--- config.mk ---
export PLATFORM = sky130hd
export DESIGN_NAME = pwdb_ctrl
export DESIGN_NICKNAME = d
export VERILOG_FILES = /design/src/rtl/core/piecewise_db_volume_gain_assert.svh /design/src/rtl/core/pwdb_pkg.sv /design/src/rtl/core/pwdb_ctrl.sv
export SDC_FILE = /design/constraint.sdc
export NUM_CORES = 1
export LEC_CHECK = 0
export BUFFER_PORTS_ARGS = -buffer_cell sky130_fd_sc_hd__buf_2
export CORE_UTILIZATION = 43
export CTS_CLUSTER_SIZE = 12
export DETAILED_ROUTE_END_ITERATION = 8
export GPL_ROUTABILITY_DRIVEN = 1
export PLACE_DENSITY = 0.77
export SLEW_MARGIN = 25
export SYNTH_ARGS = -nofsm -noshare
export SYNTH_HDL_FRONTEND = slang
export SYNTH_SLANG_ARGS = --single-unit
--- constraint.sdc ---
create_clock -name clk_i -period 2.1 [get_ports clk_i]
set_input_delay 0.42 -clock clk_i [delete_from_list [all_inputs] [get_ports clk_i]]
set_output_delay 0.42 -clock clk_i [all_outputs]
set_load 0.03 [all_outputs]
--- src/rtl/core/piecewise_db_volume_gain_assert.svh ---
// assertion macros for the piecewise dB volume stage
// the macros assume a clock clk_i and an active low reset rst_ni in scope
`ifndef PIECEWISE_DB_VOLUME_GAIN_ASSERT_SVH
`define PIECEWISE_DB_VOLUME_GAIN_ASSERT_SVH
`ifndef SYNTHESIS
`define PWDB_ASSERT_IMP(lbl, ante, cons) \
  lbl: assert property (@(posedge clk_i) disable iff (!rst_ni) (ante) |-> (cons)) \
    else $error("assertion failed");
`define PWDB_ASSERT_NXT(lbl, ante, cons) \
  lbl: assert property (@(posedge clk_i) disable iff (!rst_ni) (ante) |=> (cons)) \
    else $error("assertion failed");
`else
`define PWDB_ASSERT_IMP(lbl, ante, cons)
`define PWDB_ASSERT_NXT(lbl, ante, cons)
`endif
`endif

--- src/rtl/core/pwdb_pkg.sv ---
// types and constants of the piecewise dB volume stage
// no dependencies
`timescale 1ns / 1ps
package pwdb_pkg;
  localparam int NUM_SEGMENTS = 8;
  localparam int SEG_IDX_W    = 3;
  localparam int SEG_CNT_W    = 4;

  localparam logic [1:0] FN_SAMPLE = 2'd0;
  localparam logic [1:0] FN_VOLUME = 2'd1;
  localparam logic [1:0] FN_MUTE   = 2'd2;
  localparam logic [1:0] FN_SEG    = 2'd3;

  localparam logic [1:0] STS_OK     = 2'd0;
  localparam logic [1:0] STS_REJECT = 2'd1;
  localparam logic [1:0] STS_MISS   = 2'd2;
  localparam logic [1:0] STS_SAT    = 2'd3;

  localparam logic [23:0] GAIN_MAX   = 24'hFF_FFFF;
  localparam logic [23:0] UNITY_GAIN = 24'h01_0000;
  localparam logic [22:0] LOG2_10_OVER_20_Q24 = 23'd2786635;
  localparam logic [29:0] LN2_Q30 = 30'd744261118;
  localparam logic [31:0] FLAT_SLOPE = 32'h0100_0000;

  typedef struct packed {
    logic [1:0]         func;
    logic signed [15:0] sample_in;
    logic               block_end;
    logic [9:0]         volume;
    logic               mute;
    logic [2:0]         segment_index;
    logic [9:0]         seg_min_volume;
    logic [9:0]         seg_max_volume;
    logic signed [15:0] seg_min_db;
    logic signed [15:0] seg_max_db;
  } in_item_t;

  typedef struct packed {
    logic [1:0]         kind;
    logic signed [15:0] sample_out;
    logic               last_of_block;
    logic [23:0]        gain;
    logic               muted;
    logic [1:0]         status;
    logic [2:0]         matched_segment;
  } out_item_t;

  typedef struct packed {
    logic capture;
    logic smp;
    logic set_mute;
    logic set_reject;
    logic set_miss;
    logic wr_flat;
    logic div_slope;
    logic wr_div;
    logic seg_next;
    logic step_mul;
    logic db_calc;
    logic exp_mul;
    logic y_init;
    logic term_mul;
    logic term_acc;
    logic gain_sat;
    logic gain_fin;
    logic out_load;
  } cmd_t;

  typedef struct packed {
    logic [1:0] func;
    logic       reject;
    logic       flat;
    logic       seg_valid;
    logic       seg_hit;
    logic       ip_sat;
    logic       div_done;
    logic       n_last;
    logic       out_free;
  } sts_t;
endpackage

--- src/rtl/core/pwdb_ctrl.sv ---
// controller state machine sequencing the datapath
// depends on pwdb_pkg
`timescale 1ns / 1ps
module pwdb_ctrl import pwdb_pkg::*; (
  input  logic clk_i,
  input  logic rst_ni,
  input  logic in_valid_i,
  output logic in_stall_o,
  input  sts_t sts_i,
  output cmd_t cmd_o
);
  typedef enum logic [3:0] {
    S_IDLE, S_DEC, S_SMP, S_WWAIT, S_SRCH, S_DB, S_EXP, S_Y,
    S_CHK, S_TMUL, S_TDIV, S_FIN, S_OUT
  } state_e;

  state_e state_q, state_d;

  always_comb begin
    cmd_o   = '0;
    state_d = state_q;
    unique case (state_q)
      S_IDLE: begin
        if (in_valid_i) begin
          cmd_o.capture = 1'b1;
          state_d = S_DEC;
        end
      end
      S_DEC: begin
        unique case (sts_i.func)
          FN_SAMPLE: state_d = S_SMP;
          FN_VOLUME: state_d = S_SRCH;
          FN_MUTE: begin
            cmd_o.set_mute = 1'b1;
            state_d = S_OUT;
          end
          default: begin
            priority if (sts_i.reject) begin
              cmd_o.set_reject = 1'b1;
              state_d = S_OUT;
            end else if (sts_i.flat) begin
              cmd_o.wr_flat = 1'b1;
              state_d = S_OUT;
            end else begin
              cmd_o.div_slope = 1'b1;
              state_d = S_WWAIT;
            end
          end
        endcase
      end
      S_SMP: begin
        cmd_o.smp = 1'b1;
        state_d = S_OUT;
      end
      S_WWAIT: begin
        if (sts_i.div_done) begin
          cmd_o.wr_div = 1'b1;
          state_d = S_OUT;
        end
      end
      S_SRCH: begin
        priority if (!sts_i.seg_valid) begin
          cmd_o.set_miss = 1'b1;
          state_d = S_OUT;
        end else if (sts_i.seg_hit) begin
          cmd_o.step_mul = 1'b1;
          state_d = S_DB;
        end else begin
          cmd_o.seg_next = 1'b1;
        end
      end
      S_DB: begin
        cmd_o.db_calc = 1'b1;
        state_d = S_EXP;
      end
      S_EXP: begin
        cmd_o.exp_mul = 1'b1;
        state_d = S_Y;
      end
      S_Y: begin
        cmd_o.y_init = 1'b1;
        state_d = S_CHK;
      end
      S_CHK: begin
        if (sts_i.ip_sat) begin
          cmd_o.gain_sat = 1'b1;
          state_d = S_OUT;
        end else begin
          state_d = S_TMUL;
        end
      end
      S_TMUL: begin
        cmd_o.term_mul = 1'b1;
        state_d = S_TDIV;
      end
      S_TDIV: begin
        cmd_o.term_acc = 1'b1;
        state_d = sts_i.n_last ? S_FIN : S_TMUL;
      end
      S_FIN: begin
        cmd_o.gain_fin = 1'b1;
        state_d = S_OUT;
      end
      S_OUT: begin
        if (sts_i.out_free) begin
          cmd_o.out_load = 1'b1;
          state_d = S_IDLE;
        end
      end
      default: state_d = S_IDLE;
    endcase
  end

  always_ff @(posedge clk_i or negedge rst_ni) begin
    if (!rst_ni) begin
      state_q <= S_IDLE;
    end else begin
      state_q <= state_d;
    end
  end

  assign in_stall_o = state_q != S_IDLE;
endmodule

Yosys cells after proc, flatten, opt, wreduce, memory -nomap -nowiden --
Cells that the tools add are included.
Word-level totals: RAM bits 0, output and inout bits 19, logic and storage cells 66, register bits after elaboration 4, input port bits 13, bits in read-only memories 0, memories kept 0, bits in latches 0
Operators by class: equal/unequal tests 18, add/subtract/negate cells 0, $mul 0, shift-type cells 0, bitwise gates (word level) 0, mux-type cells 41, reductions and logical operators 6, divide/modulo/power cells 0, magnitude comparators 0
Operators by type and width (number):
- 4-bit one-hot mux with 12 select lines | 1
- 4-bit 2-to-1 mux | 7
- 1-bit 2-to-1 mux | 24
- 4-bit equality test (second input constant) | 5
- 4-bit by 3-bit equality test with 1-bit output (second input constant) | 4
- 2-bit 2-to-1 mux | 7
- 4-bit one-hot mux with 3 select lines | 1
- 4-bit by 2-bit equality test with 1-bit output (second input constant) | 2
- 2-bit inequality test (second input constant) | 3
- 4-bit by 1-bit equality test with 1-bit output (second input constant) | 1
- 4-bit logical NOT | 1
- 4-bit AND reduction | 1
- 4-bit nonzero test | 1
- 3-bit 2-to-1 mux | 1
- 3-bit inequality test (second input constant) | 1
- 3-bit OR reduction | 1
- 2-bit by 1-bit equality test with 1-bit output (second input constant) | 1
- 2-bit equality test (second input constant) | 1
- 2-bit logical NOT | 1
- 2-bit OR reduction | 1

Depth between registers and ports, before layout --
word-level depth 4, gate-level depth with buffers 6, gate-level depth less buffers 6

Worst setup path before layout --
No wires, ideal clock.
path kind flip-flop to output port, start point register state_q[1], end point output cmd_o[0] (netlist name), slack 253 ps, data required time 1680 ps, stages on the path, launching flop included 3, arrival 1427 ps, cells stage by stage dfrtp_1 -> or2_2 -> nor3_1
RTL lines:
- from (decl) | line pwdb_ctrl.sv:17 | state_e state_q, state_d;
- from (signal assigned) | line pwdb_ctrl.sv:118 | state_q <= state_d;
- to (decl) | line pwdb_ctrl.sv:10 | output cmd_t cmd_o

==> key figures <==
Status
  – Run status: completed

Worst setup path
  – CP Max Fanout: 12
  – Worst EP required: 1.68 ns
  – Crit Path Category: register to output pin
  – Setup crit end kind: output pin
  – Worst Path Arrival: ~1.6 ns
  – Startpoint Class: register

Floorplan
  – Chip width: 39.02 microns
  – Initial core utilization: 49.68%
  – Die height: 39.02 microns
  – Num ports: 32
  – Core area: between 1000 and 1500 sq um
  – Cell row count: 12
  – Die Area: 1523 sq um

Power
  – Tot Pwr: 1.030 mW
  – Leakage: 0.4460 nW
  – Peak supply drop: 0.6245 mV
  – Pwr/cell area: between 1000 and 1500 nW/um^2

Cells and area
  – Filler cells: ~110
  – Area Growth Syn to Fin: 40.76%
  – Finished Layout Cells: 137
  – Sequential Area: 100.1 sq um
  – N_diodes: 0
  – Multi-input gate area: about 460 sq um
  – Biggest register: state_q
  – Layout cells sized above 1: 39.84%
  – # nets final: 141
  – Largest regs: state_q (4)
  – Share of the core filled with cells: 69.94%
  – Largest register FFs: 4

Synthesis
  – Syn nets: 102
  – Yosys top cell area share: 16.99%
  – Synth top area cells: dfrtp_1 (17%), nor2_1 (11%), ha_1 (6.4%)
  – Area leader, netlist: dfrtp_1
  – Number of distinct library cells after synthesis: 28
  – Synth warn: 0
  – Asr flop ratio synth: 100.0%
  – Cell count after synthesis: 86
  – Syn avg cell area: just under 7 sq um
  – #FFs+latches synth: 4
  – Top-count cell post-synth: nor2_1
  – Most used DFF post-synth: dfrtp_1
  – Post-synth EDFFs: 0
  – Synth Cell Area: 589.3 sq um
  – Top cells by count, synth: nor2_1 (18), nand2_1 (7), nor3_1 (6)
  – Sequential area share after synthesis: 16.99%

Drt
  – Routed via count: 756
  – Via density: roughly 5.5
  – Wire per inst: 11.99 microns
  – DRC Markers: 0
  – Routed WL: roughly 1600 microns
  – Antenna Nets Post-Route: 0
  – Number of iterations in the first detailed-routing pass: 4
  – Number of DRC markers in iteration 0: 17

Timing
  – Rel. slew slack: between 70 and 80%
  – Fin crit period: 2.035 ns
  – Hold WS: 0.4386 ns
  – Worst Skew: 0.002109 ns
  – Worst slew pin tran: 0.3871 ns
  – Hold Vio Cnt, Final: 0
  – Worst Setup Slack, final: 0.06459 ns
  – Fmax: 491.3 MHz
  – Tcrit/Tclk final: 96.92%
  – Final setup vio count: 0
  – Slew Limit Fails: 0

CTS
  – Clk pin slew, worst setup/hold paths: 0.04 ns
  – Clk sinks: 4
  – Root Buffer: clkbuf_4
  – Clock Latency Late Sink: around 0.25 ns
  – CTS tree: yes
  – CTS max path bufs: 2
  – Num CTS Buffers: 3
  – H-tree depth: 1

Placed design
  – Post-detail-place hpwl: 1230 microns
  – Final Wtd Congestion: 0.8396
  – Placed Instances: about 130
  – DP Worst Slack: 0.06926 ns
  – IO Port Bufs: 31

Global routing
  – Global route total overflow: 0
  – Tot GR Track Use: 23.03%
  – First-pass GRT wire length: between 2000 and 2500 microns
  – Number of global-route vias before repair: between 500 and 600
  – Largest net degree at the start of global routing: 13
  – Initial antenna violation count: 0

Run
  – Max-Cap Viols: 0

Hold path
  – Worst Hold Class: primary input to register
## cells in the final DEF, fill, tap and decap left out, types with 2 or more instances in the layout
cell / Yosys / layout
inv_1: 5 / 5
or4b_4: 2 / 2
buf_2: 2 / 29
a21oi_1: 3 / 3
dfrtp_1: 4 / 4
o21ai_0: 4 / 4
nand3_1: 2 / 2
buf_4: 0 / 8
nand2_1: 7 / 7
nor2b_1: 4 / 4
ha_1: 3 / 3
nor3b_1: 3 / 3
o22ai_1: 2 / 2
clkbuf_4: 0 / 3
and3_1: 3 / 3
nor3_1: 6 / 6
nor2_1: 18 / 17
or3_1: 3 / 3
nand2b_1: 3 / 3
## worst paths after layout
check	startpoint	endpoint	slack (ns)	cells after the start
worst max-delay path	state_q[0]$_DFFE_PN0P_	cmd_o[11]	0.06	4
worst min-delay path	sts_i[2]	state_q[0]$_DFFE_PN0P_	0.44	2
worst max register to register	state_q[0]$_DFFE_PN0P_	state_q[3]$_DFFE_PN0P_	0.44	5
worst min register to register	state_q[0]$_DFFE_PN0P_	state_q[0]$_DFFE_PN0P_	0.79	3
max in group asynchronous	rst_ni	state_q[1]$_DFFE_PN0P_	1.46	2
min in group asynchronous	rst_ni	state_q[2]$_DFFE_PN0P_	0.53	2
## routing by layer
layer	vias to the layer above	global-route usage [%]	part of all wire (%)
li1	376	-	-
met1	345	30.45	47
met2	33	36.25	45
met3	2	3.468	6.7
met4	0	10.34	0.73
met5	-	0	0
## area by class of cell
type,instances,area share [%]
clock buffers,3,2.715
inverters,5,2.262
multi-input cells,73,54.90
flip-flops and latches,4,12.07
well taps,14,2.112
repair buffers,38,25.94
## timing repair
item                                    4_1_cts  5_1_grt
gates resized for setup                       0        5
endpoints found under the setup margin        0        3
endpoints found under the hold margin         4        0
hold buffers                                  1        0
setup buffers                                 0        0
## where the power goes
part	internal, mW	leakage (nW)	switching, mW	total [mW]
registers	0.114	0.0506	0.0256	0.140
logic	0.304	0.382	0.481	0.785
clock network	0.0645	0.0138	0.0407	0.105
total	0.483	0.446	0.547	1.03
## critical path, stage by stage, from the launching register on
cell	delay, ns
dfrtp_1	0.34
buf_4	0.17
or4b_4	0.51
nor2b_2	0.17
buf_4	0.18
## stage by stage
step	instance area (sq um)	setup TNS, ns
floorplan	589.3	0
global placement	789.5	0
detailed placement	789.5	0
CTS	822.0	0
global route	829.5	-0.001110
finish	829.5	0
## kinds of logic (layout without fill, tap and decap cells)
kind of cell,count (synthesis),in the layout,share of synthesized area (%)
fa+ha+maj,3,3,6.370
flops,4,4,16.99
compound gates,15,15,18.05
buf+inv,9,46,6.158
simple gates,55,55,52.44
(Power assumes the default switching activity.)
